[src/rtl/bfp_pkg.sv]
// Shared types and constants of the bit field packer.
`timescale 1ns / 1ps

package bfp_pkg;

	// Widest field that the block accepts; counts above it saturate.
	localparam int MAX_FIELD_BITS = 32;

	localparam int VALUE_BITS = 32;
	localparam int COUNT_BITS = 6;
	localparam int BYTE_BITS  = 8;
	localparam int PEND_BITS  = BYTE_BITS - 1;
	localparam int PCNT_BITS  = 3;
	localparam int ACC_BITS   = PEND_BITS + VALUE_BITS;
	localparam int MAX_BYTES  = ACC_BITS / BYTE_BITS;
	localparam int NB_BITS    = $clog2(MAX_BYTES + 1);
	localparam int BIDX_BITS  = $clog2(MAX_BYTES);
	localparam int FIELD_CAP  = (MAX_FIELD_BITS < VALUE_BITS) ? MAX_FIELD_BITS : VALUE_BITS;

	localparam int QUEUE_DEPTH = 2;
	localparam int QPTR_BITS   = $clog2(QUEUE_DEPTH);
	localparam int QCNT_BITS   = $clog2(QUEUE_DEPTH + 1);

	typedef enum logic {
		OP_WRITE = 1'b0,
		OP_FLUSH = 1'b1
	} op_t;

	// One group of completed bytes, sent out byte 0 first.
	typedef struct packed {
		logic [MAX_BYTES*BYTE_BITS-1:0] data;
		logic [BIDX_BITS-1:0]           last_idx;
	} entry_t;

endpackage

[src/rtl/bfp_if.sv]
// Valid/ready channel interfaces for the input items and the output bytes.
`timescale 1ns / 1ps

interface bfp_in_if;
	logic                              valid;
	logic                              ready;
	logic                              op;
	logic [bfp_pkg::VALUE_BITS-1:0]    field_value;
	logic [bfp_pkg::COUNT_BITS-1:0]    bit_count;

	modport source (output valid, output op, output field_value, output bit_count, input ready);
	modport sink (input valid, input op, input field_value, input bit_count, output ready);
endinterface

interface bfp_out_if;
	logic                             valid;
	logic                             ready;
	logic [bfp_pkg::BYTE_BITS-1:0]    out_byte;
	logic                             is_last;

	modport source (output valid, output out_byte, output is_last, input ready);
	modport sink (input valid, input out_byte, input is_last, output ready);
endinterface

[src/rtl/bfp_front.sv]
// Front end: accepts items, merges field bits with the pending bits, queues full bytes and flushed partial bytes.
`timescale 1ns / 1ps

module bfp_front (
	input  logic              clk,
	input  logic              arst_n,
	bfp_in_if.sink            item,
	output logic              push,
	output bfp_pkg::entry_t   push_entry,
	input  logic              full
);

	logic [bfp_pkg::PEND_BITS-1:0]  pend_bits_q;
	logic [bfp_pkg::PCNT_BITS-1:0]  pend_cnt_q;

	logic                            accept;
	logic                            is_flush;
	logic [bfp_pkg::COUNT_BITS-1:0]  n_sat;
	logic [bfp_pkg::VALUE_BITS:0]    one_sh;
	logic [bfp_pkg::VALUE_BITS-1:0]  mask;
	logic [bfp_pkg::ACC_BITS-1:0]    acc;
	logic [bfp_pkg::ACC_BITS-1:0]    acc_rest;
	logic [bfp_pkg::COUNT_BITS-1:0]  total;
	logic [bfp_pkg::NB_BITS-1:0]     nbytes;

	assign item.ready = !full;
	assign accept     = item.valid && item.ready;
	assign is_flush   = (item.op == bfp_pkg::OP_FLUSH);

	always_comb begin
		if (item.bit_count > bfp_pkg::COUNT_BITS'(bfp_pkg::FIELD_CAP)) begin
			n_sat = bfp_pkg::COUNT_BITS'(bfp_pkg::FIELD_CAP);
		end else begin
			n_sat = item.bit_count;
		end
		one_sh = (bfp_pkg::VALUE_BITS+1)'(1) << n_sat;
		if (n_sat >= bfp_pkg::COUNT_BITS'(bfp_pkg::VALUE_BITS)) begin
			mask = '1;
		end else begin
			mask = bfp_pkg::VALUE_BITS'(one_sh - (bfp_pkg::VALUE_BITS+1)'(1));
		end
		// New bits land just above the pending ones.
		acc = bfp_pkg::ACC_BITS'(pend_bits_q)
			| (bfp_pkg::ACC_BITS'(item.field_value & mask) << pend_cnt_q);
		total    = bfp_pkg::COUNT_BITS'(pend_cnt_q) + n_sat;
		nbytes   = bfp_pkg::NB_BITS'(total >> 3);
		acc_rest = acc >> {nbytes, 3'b000};
	end

	always_comb begin
		push_entry = '0;
		if (is_flush) begin
			push               = accept && (pend_cnt_q != '0);
			push_entry.data    = (bfp_pkg::MAX_BYTES*bfp_pkg::BYTE_BITS)'(pend_bits_q);
			push_entry.last_idx = '0;
		end else begin
			push                = accept && (nbytes != '0);
			push_entry.data     = acc[bfp_pkg::MAX_BYTES*bfp_pkg::BYTE_BITS-1:0];
			push_entry.last_idx = bfp_pkg::BIDX_BITS'(nbytes - bfp_pkg::NB_BITS'(1));
		end
	end

	always_ff @(posedge clk or negedge arst_n) begin
		if (!arst_n) begin
			pend_bits_q <= '0;
			pend_cnt_q  <= '0;
		end else if (accept) begin
			if (is_flush) begin
				pend_bits_q <= '0;
				pend_cnt_q  <= '0;
			end else begin
				pend_bits_q <= acc_rest[bfp_pkg::PEND_BITS-1:0];
				pend_cnt_q  <= total[bfp_pkg::PCNT_BITS-1:0];
			end
		end
	end

	a_write_count: assert property (@(posedge clk) disable iff (!arst_n)
		$past(accept && !is_flush) |-> pend_cnt_q == $past(total[bfp_pkg::PCNT_BITS-1:0]))
		else $error("pending count does not follow the accepted write");

	a_flush_clears: assert property (@(posedge clk) disable iff (!arst_n)
		$past(accept && is_flush) |-> (pend_cnt_q == '0 && pend_bits_q == '0))
		else $error("flush did not clear the pending bits");

endmodule

[src/rtl/bfp_queue.sv]
// Two-entry queue of byte groups between the front and back ends.
`timescale 1ns / 1ps

module bfp_queue (
	input  logic              clk,
	input  logic              arst_n,
	input  logic              push,
	input  bfp_pkg::entry_t   push_entry,
	output logic              full,
	input  logic              pop,
	output bfp_pkg::entry_t   head,
	output logic              empty
);

	bfp_pkg::entry_t                 mem_q [bfp_pkg::QUEUE_DEPTH];
	logic [bfp_pkg::QPTR_BITS-1:0]   wr_ptr_q;
	logic [bfp_pkg::QPTR_BITS-1:0]   rd_ptr_q;
	logic [bfp_pkg::QCNT_BITS-1:0]   cnt_q;

	assign full  = (cnt_q == bfp_pkg::QCNT_BITS'(bfp_pkg::QUEUE_DEPTH));
	assign empty = (cnt_q == '0);
	assign head  = mem_q[rd_ptr_q];

	always_ff @(posedge clk) begin
		if (push) begin
			mem_q[wr_ptr_q] <= push_entry;
		end
	end

	always_ff @(posedge clk or negedge arst_n) begin
		if (!arst_n) begin
			wr_ptr_q <= '0;
			rd_ptr_q <= '0;
			cnt_q    <= '0;
		end else begin
			if (push) begin
				wr_ptr_q <= wr_ptr_q + 1'b1;
			end
			if (pop) begin
				rd_ptr_q <= rd_ptr_q + 1'b1;
			end
			if (push && !pop) begin
				cnt_q <= cnt_q + 1'b1;
			end else if (pop && !push) begin
				cnt_q <= cnt_q - 1'b1;
			end
		end
	end

	a_no_overflow: assert property (@(posedge clk) disable iff (!arst_n)
		push |-> !full)
		else $error("push into a full queue");

	a_no_underflow: assert property (@(posedge clk) disable iff (!arst_n)
		pop |-> !empty)
		else $error("pop from an empty queue");

endmodule

[src/rtl/bfp_back.sv]
// Back end: sends the bytes of the head queue entry one per transfer.
`timescale 1ns / 1ps

module bfp_back (
	input  logic              clk,
	input  logic              arst_n,
	input  bfp_pkg::entry_t   head,
	input  logic              empty,
	output logic              pop,
	bfp_out_if.source         stream
);

	logic [bfp_pkg::BIDX_BITS-1:0]  byte_idx_q;
	logic                            xfer;

	assign stream.valid    = !empty;
	assign stream.out_byte = head.data[{byte_idx_q, 3'b000} +: bfp_pkg::BYTE_BITS];
	assign stream.is_last  = (byte_idx_q == head.last_idx);
	assign xfer            = stream.valid && stream.ready;
	assign pop             = xfer && stream.is_last;

	always_ff @(posedge clk or negedge arst_n) begin
		if (!arst_n) begin
			byte_idx_q <= '0;
		end else if (xfer) begin
			if (stream.is_last) begin
				byte_idx_q <= '0;
			end else begin
				byte_idx_q <= byte_idx_q + 1'b1;
			end
		end
	end

	a_idx_in_range: assert property (@(posedge clk) disable iff (!arst_n)
		!empty |-> byte_idx_q <= head.last_idx)
		else $error("byte index ran past the last byte of the entry");

endmodule

[src/rtl/bit_field_packer.sv]
// Top level of the LSB-first bit field packer.
`timescale 1ns / 1ps

// The packer appends fields of 1 to 32 bits to a byte stream, least
// significant bit first, and sends each byte as soon as it is full, so a
// multi-byte field leaves in little-endian order. A write item (op 0) uses
// the low bit_count bits of field_value; higher bits are ignored, a count
// above 32 counts as 32, and a count of zero appends nothing. A flush item
// (op 1) sends the waiting partial byte, zero filled above its used bits,
// and clears the state; with nothing waiting it sends nothing. The byte that
// ends the output of an item carries is_last. The front end takes one item
// per clock whenever its two-entry queue has room, so writes may come back
// to back; the output side sends one byte per transfer, so a write holds
// the output for as many transfers as the bytes it completes (up to four for
// a 32-bit field), and items that complete no byte send nothing. The bytes
// of an accepted item are registered in the queue before they leave.

module bit_field_packer (
	input  logic   clk,
	input  logic   arst_n,
	bfp_in_if.sink     item,
	bfp_out_if.source  stream
);

	// Interface between front end, queue and back end.
	logic             push;
	logic             pop;
	logic             full;
	logic             empty;
	bfp_pkg::entry_t  push_entry;
	bfp_pkg::entry_t  head;

	// Front end: keeps the pending bits and turns every item that completes
	// a byte, and every flush with bits waiting, into a group of bytes.
	bfp_front u_front (
		.clk        (clk),
		.arst_n     (arst_n),
		.item       (item),
		.push       (push),
		.push_entry (push_entry),
		.full       (full)
	);

	// The queue lets the front end keep accepting while bytes wait for
	// transfer on the output side.
	bfp_queue u_queue (
		.clk        (clk),
		.arst_n     (arst_n),
		.push       (push),
		.push_entry (push_entry),
		.full       (full),
		.pop        (pop),
		.head       (head),
		.empty      (empty)
	);

	// Back end: one byte per output transfer.
	bfp_back u_back (
		.clk    (clk),
		.arst_n (arst_n),
		.head   (head),
		.empty  (empty),
		.pop    (pop),
		.stream (stream)
	);

endmodule
[src/flat_wrapper.sv]
// flat-port wrapper written by rule: the top's interface ports become plain ports
module bit_field_packer_flat 
  (clk, arst_n, item_valid, item_op, item_field_value, item_bit_count, item_ready, stream_valid, stream_out_byte, stream_is_last, stream_ready);
  bfp_in_if item_i ();
  bfp_out_if stream_i ();
  input  logic clk;
  input  logic arst_n;
  input wire logic [$bits(item_i.valid)-1:0] item_valid;
  input wire logic [$bits(item_i.op)-1:0] item_op;
  input wire logic [$bits(item_i.field_value)-1:0] item_field_value;
  input wire logic [$bits(item_i.bit_count)-1:0] item_bit_count;
  output wire logic [$bits(item_i.ready)-1:0] item_ready;
  output wire logic [$bits(stream_i.valid)-1:0] stream_valid;
  output wire logic [$bits(stream_i.out_byte)-1:0] stream_out_byte;
  output wire logic [$bits(stream_i.is_last)-1:0] stream_is_last;
  input wire logic [$bits(stream_i.ready)-1:0] stream_ready;
  assign item_i.valid = item_valid;
  assign item_i.op = item_op;
  assign item_i.field_value = item_field_value;
  assign item_i.bit_count = item_bit_count;
  assign item_ready = item_i.ready;
  assign stream_valid = stream_i.valid;
  assign stream_out_byte = stream_i.out_byte;
  assign stream_is_last = stream_i.is_last;
  assign stream_i.ready = stream_ready;
  bit_field_packer u_core (.clk(clk), .arst_n(arst_n), .item(item_i), .stream(stream_i));
endmodule
[config.mk]
export PLATFORM = sky130hd
export DESIGN_NAME = bit_field_packer_flat
export DESIGN_NICKNAME = d
export VERILOG_FILES = /design/src/rtl/bfp_pkg.sv /design/src/rtl/bfp_if.sv /design/src/rtl/bfp_front.sv /design/src/rtl/bfp_queue.sv /design/src/rtl/bfp_back.sv /design/src/rtl/bit_field_packer.sv /design/src/flat_wrapper.sv
export SDC_FILE = /design/constraint.sdc
export NUM_CORES = 1
export LEC_CHECK = 0
export BUFFER_PORTS_ARGS = -buffer_cell sky130_fd_sc_hd__buf_2
export CAP_MARGIN = 40
export CELL_PAD_IN_SITES_DETAIL_PLACEMENT = 0
export CELL_PAD_IN_SITES_GLOBAL_PLACEMENT = 2
export CORE_ASPECT_RATIO = 1.5
export CORE_MARGIN = 1
export CORE_UTILIZATION = 42
export DETAILED_ROUTE_END_ITERATION = 16
export GPL_TIMING_DRIVEN = 0
export MAX_ROUTING_LAYER = met4
export PLACE_DENSITY_LB_ADDON = 0.15
export RECOVER_POWER = 25
export SLEW_MARGIN = 30
export SYNTH_ARGS = -nofsm -noshare
export SYNTH_HDL_FRONTEND = slang
export SYNTH_SLANG_ARGS = --single-unit
[constraint.sdc]
create_clock -name clk -period 13 [get_ports clk]
set_input_delay 1.95 -clock clk [delete_from_list [all_inputs] [get_ports clk]]
set_output_delay 1.95 -clock clk [all_outputs]
set_load 0.02 [all_outputs]
* After elaboration in Yosys (flattened, before gate mapping) *
Memories as Yosys holds them, arrays and structs flattened.
Cells that the tools add are included.

cells by class
  magnitude comparators = 2
  equal/unequal tests = 2
  add/sub/neg operators = 8
  mux-type cells = 11
  reductions and logical operators = 15
  divide/modulo/power cells = 0
  bitwise gates (word level) = 2
  shift operators = 4
  $mul = 0

operator list
  operator               number
  $or 7x39->39           1
  $shl 32x3->39          1
  $shr 39x6->7           1
  $mux 34                1
  $and 32x32->32         1
  $mux 32                1
  $shiftx 32x6->8        1
  $shl 1x6->32 const A   1
  $sub 32x1->32 const B  1
  $logic_and 1x1->1      7
  $mux 7                 1
  $add 3x6->6            1
  $ge 6x6->1 const B     1
  $gt 6x6->1 const B     1
  $mux 2                 3
  $mux 6                 1
  $reduce_bool 3->1      2
  $add 2x1->2 const B    2
  $logic_not 1->1        4
  $sub 2x1->2 const B    2
  $mux 1                 3
  $mux 3                 1
  $add 1x1->1 const B    2
  $eq 2x2->1             1
  3 further kinds        3

storage, ports and cells
  output and inout port bits = 11
  RAM bits = 68
  register bits after elaboration = 16
  memories = 1
  logic and storage cells = 51
  ROM bits = 0
  latch bits = 0
  input bits = 43

memory list
  memory                depth  bits a word  rd ports  clocked after Yosys merged registers in  write ports  line             RTL
  u_core.u_queue.mem_q  2      34           1         0                                        1            bfp_queue.sv:15  bfp_pkg::entry_t mem_q [bfp_pkg::QUEUE_DEPTH];

* Longest topological paths before layout *
  depth after elaboration = 10
  depth in mapped cells = 18
  gate-level depth less buffers = 14

* By module *
A second synthesis with hierarchy kept.

second synthesis, totals
  cell total of the unflattened synthesis = 653
  area total of the unflattened synthesis = 6615.1 µm²

by module, submodules not included
  module     seq. area each (µm²)  cells an instance  area an instance (µm²)  times used
  bfp_front  250.2                 505                3475.8                  1
  bfp_queue  2142.1                122                2791.4                  1
  bfp_back   50.0                  26                 347.8                   1

* Least setup slack after synthesis *
Ideal clock, no wire load.

  kind = input-to-reg
  from = input item_bit_count[5]
  to = memory u_core.u_queue.mem_q[0][0] (netlist bit), enable pin
  data arrival time = 6.385 ns
  slack = 6.186 ns
  setup time = 0.429 ns
  data required time = 12.571 ns
  cell stages on the path = 14
  buffers on the path = 4
  cell sequence = buf_2 -> buf_2 -> buf_1 -> buf_1 -> nor2b_1 -> ha_1 -> or3_1 -> o211a_1 -> o311a_1 -> clkinv_1 -> ha_1 -> and3_1 -> a311oi_1 -> nor2b_1

on the way
  word-level cells in the longest chain between the ends = 8

RTL lines
  element                         line                    RTL
  start: declaration              flat_wrapper.sv:11      input wire logic [$bits(item_i.bit_count)-1:0] item_bit_count;
  $gt 6x6->1                      bfp_front.sv:31         if (item.bit_count > bfp_pkg::COUNT_BITS'(bfp_pkg::FIELD_CAP)) begin
  $mux 6 *                        bfp_front.sv:31
  $add 3x6->6 *                   bfp_front.sv:45         total = bfp_pkg::COUNT_BITS'(pend_cnt_q) + n_sat;
  $reduce_bool 3->1 *             bfp_front.sv:57         push = accept && (nbytes != '0);
  $logic_and 1x1->1 *             bfp_front.sv:57
  $mux 1 *                        bfp_front.sv:52         if (is_flush) begin
  via u_core.push                 bit_field_packer.sv:26  logic push;
  $mux 1 *                        bfp_queue.sv:25         if (push) begin
  $mux 1 (not written as such) *  bfp_queue.sv:26         mem_q[wr_ptr_q] <= push_entry;
  end: declaration                bfp_queue.sv:15

Mark *: on every way through the listed nets, which the timed path passes. The rest lies on a longest branch.

* Worst setup path after layout *
  from = input item_bit_count[5]
  to = memory u_core.u_queue.mem_q[0][32] (netlist bit), enable pin

The elaborated chain is that of the path after synthesis.

==> metrics.cfg <==
[yosys]
synth-seq-cells = 84
synth_edf_count = 68
yosysSeqAreaShare = 0.381
synth_commonest_cells = edfxtp_1 (68), nor2_1 (67), nand2_1 (44), o21ai_0 (44), a21oi_1 (38)
synthSimpleGateAreaFrac = 0.157
synth_area_leaders = edfxtp_1 (32%), mux4_2 (8.1%), dfrtp_1 (6.2%), nor2_1 (3.9%), o21ai_0 (3.4%)
synth_nets = 714
syn_area_sq_mm = 0.00641
synth_fa_ha_area_frac = 0.00976
async_flop_share = 0.190
synth_top_family_by_area = compound AO/OA/AOI/OAI gates
synth_top_area_cell = edfxtp_1
synth_compound_area_frac = 0.268
synth_ff_type = edfxtp_1
syn-instance-count = 666
synth_warnings = 0
syn_area_per_cell_sq_um = 9.62
ys_types = 82
synth_top_area_frac = 0.319
synth_most_common_cell = edfxtp_1
synthXorXnorAreaFrac = 0.0150
muxShareOfSynthArea = 0.117

[global_routing]
grt_pass1_wl_mm = 36.5
grt_pass1_vias = 6130
grt-ovfl-total = 0
grt_max_degree = 29
antenna_found_initial = 0
track_usage = 0.329

[worst_hold_path]
worst_hold_path_type = reg -> reg

[timing]
min_period_ns = 7.16
setup_viol = 0
slew-limit-headroom = 0.276
skew_ns = 0.00641
rsz0062_at_grt = no
fmax_mhz = 140
hold_viol_final = 0
slew_violations = 0
fin_crit_sh = 0.551
tns_ns = 0
worst_slew_pin_slew_ns = 1.09

[routing]
drt_pass1_iterations = 9
drt_wl_total_mm = 24.5
ant_nets = 0
viasPerCell = 6.45
wl_per_cell_microns = 26.2
num_vias = 6020
drtIter0Drc = 486
drcViolationCount = 0

[finish]
nFillCells = 1466
final_nets = 780
final_area_sq_mm = 0.00724
syn2layout_area_growth_pct = 12.9
drive_gt1_frac = 0.164
n_antenna_cell = 0

[worst_setup_path]
crit_family = buffers and inverters
cpMaxStageDelayCell = a311oi_1
critical_path_required_ns = 13.03
crit_fanout = 24
worst_ep_arrival_time_ns = 7.19
worstPathCellList = clkbuf_1 -> clkbuf_1 -> clkbuf_1 -> clkbuf_1 -> clkbuf_1 -> nor2b_1 -> ha_1 -> or3_1 -> o211a_1 -> o311a_1 -> clkinv_1 -> ha_1 -> and3_1 -> a311oi_1 -> nor2b_4 -> buf_16
crit_path_end_kind = register
worst_path_most_repeated_cell = clkbuf_1
crit_type = in -> reg
crit_buf_inv = 7
critPathMaxStageDelay_ns = 0.51
cp-start-kind = input port

[pwr]
power.density_mw_per_mm2 = 219
leakagePower_uw = 0.00257
ir_drop_v = 0.0000930
total_power_uw = 1580

[placed_design]
port_buffers = 50
place_congestion = 0.960
place.detailed.hpwl_mm = 20.0
dpl_cell_area_sq_mm = 0.00698

[floorplan]
ioPinCount = 54
start_util = 0.435
coreArea_sq_mm = 0.0147
die_area_sq_mm = 0.0158
die_h_microns = 153
fp.dieW_microns = 103
rows = 54

[cts]
cts_tree = done
cts.path.max_buffers = 2
cts.root.buffer_cell = clkbuf_16
h-tree-depth = 3
cts_hold_buffers = 0
postCtsSetupRepairBufs = 0
clkSinkCount = 84
cts-resized-gates = 0
numCtsBuffers = 9
insertion_delay_ns = 0.32
cts.clk_slew.worst_paths_ns = 0.06

[job]
cap_violations = 0

[status]
status = finished clean

[cell type report]
cell class,count,area [sq um],area share
Buffer,62,269,0.0372
Clock buffer,11,233,0.0322
Clock inverter,5,53.8,0.00744
Inverter,17,63.8,0.00882
Multi-Input combinational cell,503,3630,0.502
Sequential cell,84,2440,0.338
Tap cell,196,245,0.0339
Timing Repair Buffer,55,295,0.0408
[sequential cells by signal, summed over array words and instances, names as in the netlist]
register,flops
u_core.u_queue.rd_ptr_q,1
u_core.u_back.byte_idx_q,2
u_core.u_queue.cnt_q,2
u_core.u_queue.mem_q,68
u_core.u_queue.wr_ptr_q,1
u_core.u_front.pend_bits_q,7
u_core.u_front.pend_cnt_q,3
[metrics by stage]
stage / setup slack (ns) / util / instances / hold slack (ns)
final: 5.84 / 0.491 / 933 / 0.530
after detailed placement: 6.00 / 0.474 / 916 / 0.510
after floorplan: 6.19 / - / 666 / 0.455
after global routing: 5.50 / 0.491 / 933 / 0.545
after CTS: 6.31 / 0.493 / 932 / 0.522
after global placement: 4.34 / 0.469 / 912 / 0.471
[power breakdown]
part | leakage (uW) | switching [uW] | internal (uW)
combinational | 0.00159 | 580 | 322
sequential | 0.000842 | 32.0 | 405
clock | 0.000133 | 95.8 | 148
[routing by layer]
metal | vias to the layer above | share of wire | global-route usage
met5 | - | 0 | -
met4 | 0 | 0.074 | 0.229
met1 | 2930 | 0.36 | 0.338
met3 | 93 | 0.041 | 0.0320
li1 | 2733 | - | -
met2 | 264 | 0.53 | 0.572
[cells by family after synthesis]
group	after synthesis
XOR/XNOR	11
adder cells (fa/ha/maj)	5
AND/OR/NAND/NOR	198
flip-flops	84
AO/OA/AOI/OAI	245
buffers and inverters	79
multiplexers	44
[placed cells by master, fill, tap and decap left out, types with 7 or more instances in the layout]
master	synthesis	layout
edfxtp_1	68	68
nor2_1	67	67
clkbuf_1	37	58
buf_2	13	50
nand2_1	44	44
o21ai_0	44	44
a21oi_1	38	38
mux4_2	23	23
a211oi_1	22	22
o31ai_1	17	17
dfrtp_1	16	16
mux2_2	14	14
inv_1	14	14
nor3_1	14	14
o221ai_1	12	12
and2_1	13	11
o211ai_1	10	10
a21o_1	9	9
nand2b_1	9	9
clkbuf_16	0	9
nand3_1	8	8
o21ai_1	8	8
a31oi_1	8	8
nor2b_1	8	7
o22ai_1	7	7
[worst paths after layout]
check | from | endpoint | slack, ns | depth (start not counted)
max in group asynchronous | arst_n | u_core.u_front.pend_bits_q[5] | 10.54 | 1
min in group asynchronous | arst_n | u_core.u_queue.cnt_q[1] | 1.80 | 1
worst min register to register | u_core.u_queue.cnt_q[1] | u_core.u_queue.cnt_q[1] | 0.53 | 1
worst min-delay path | u_core.u_queue.cnt_q[1] | u_core.u_queue.cnt_q[1] | 0.53 | 1
worst max register to register | u_core.u_front.pend_cnt_q[1] | u_core.u_queue.mem_q[0][32] | 8.09 | 15
worst max-delay path | item_bit_count[5] | u_core.u_queue.mem_q[0][32] | 5.84 | 16
(Power assumes the default switching activity.)
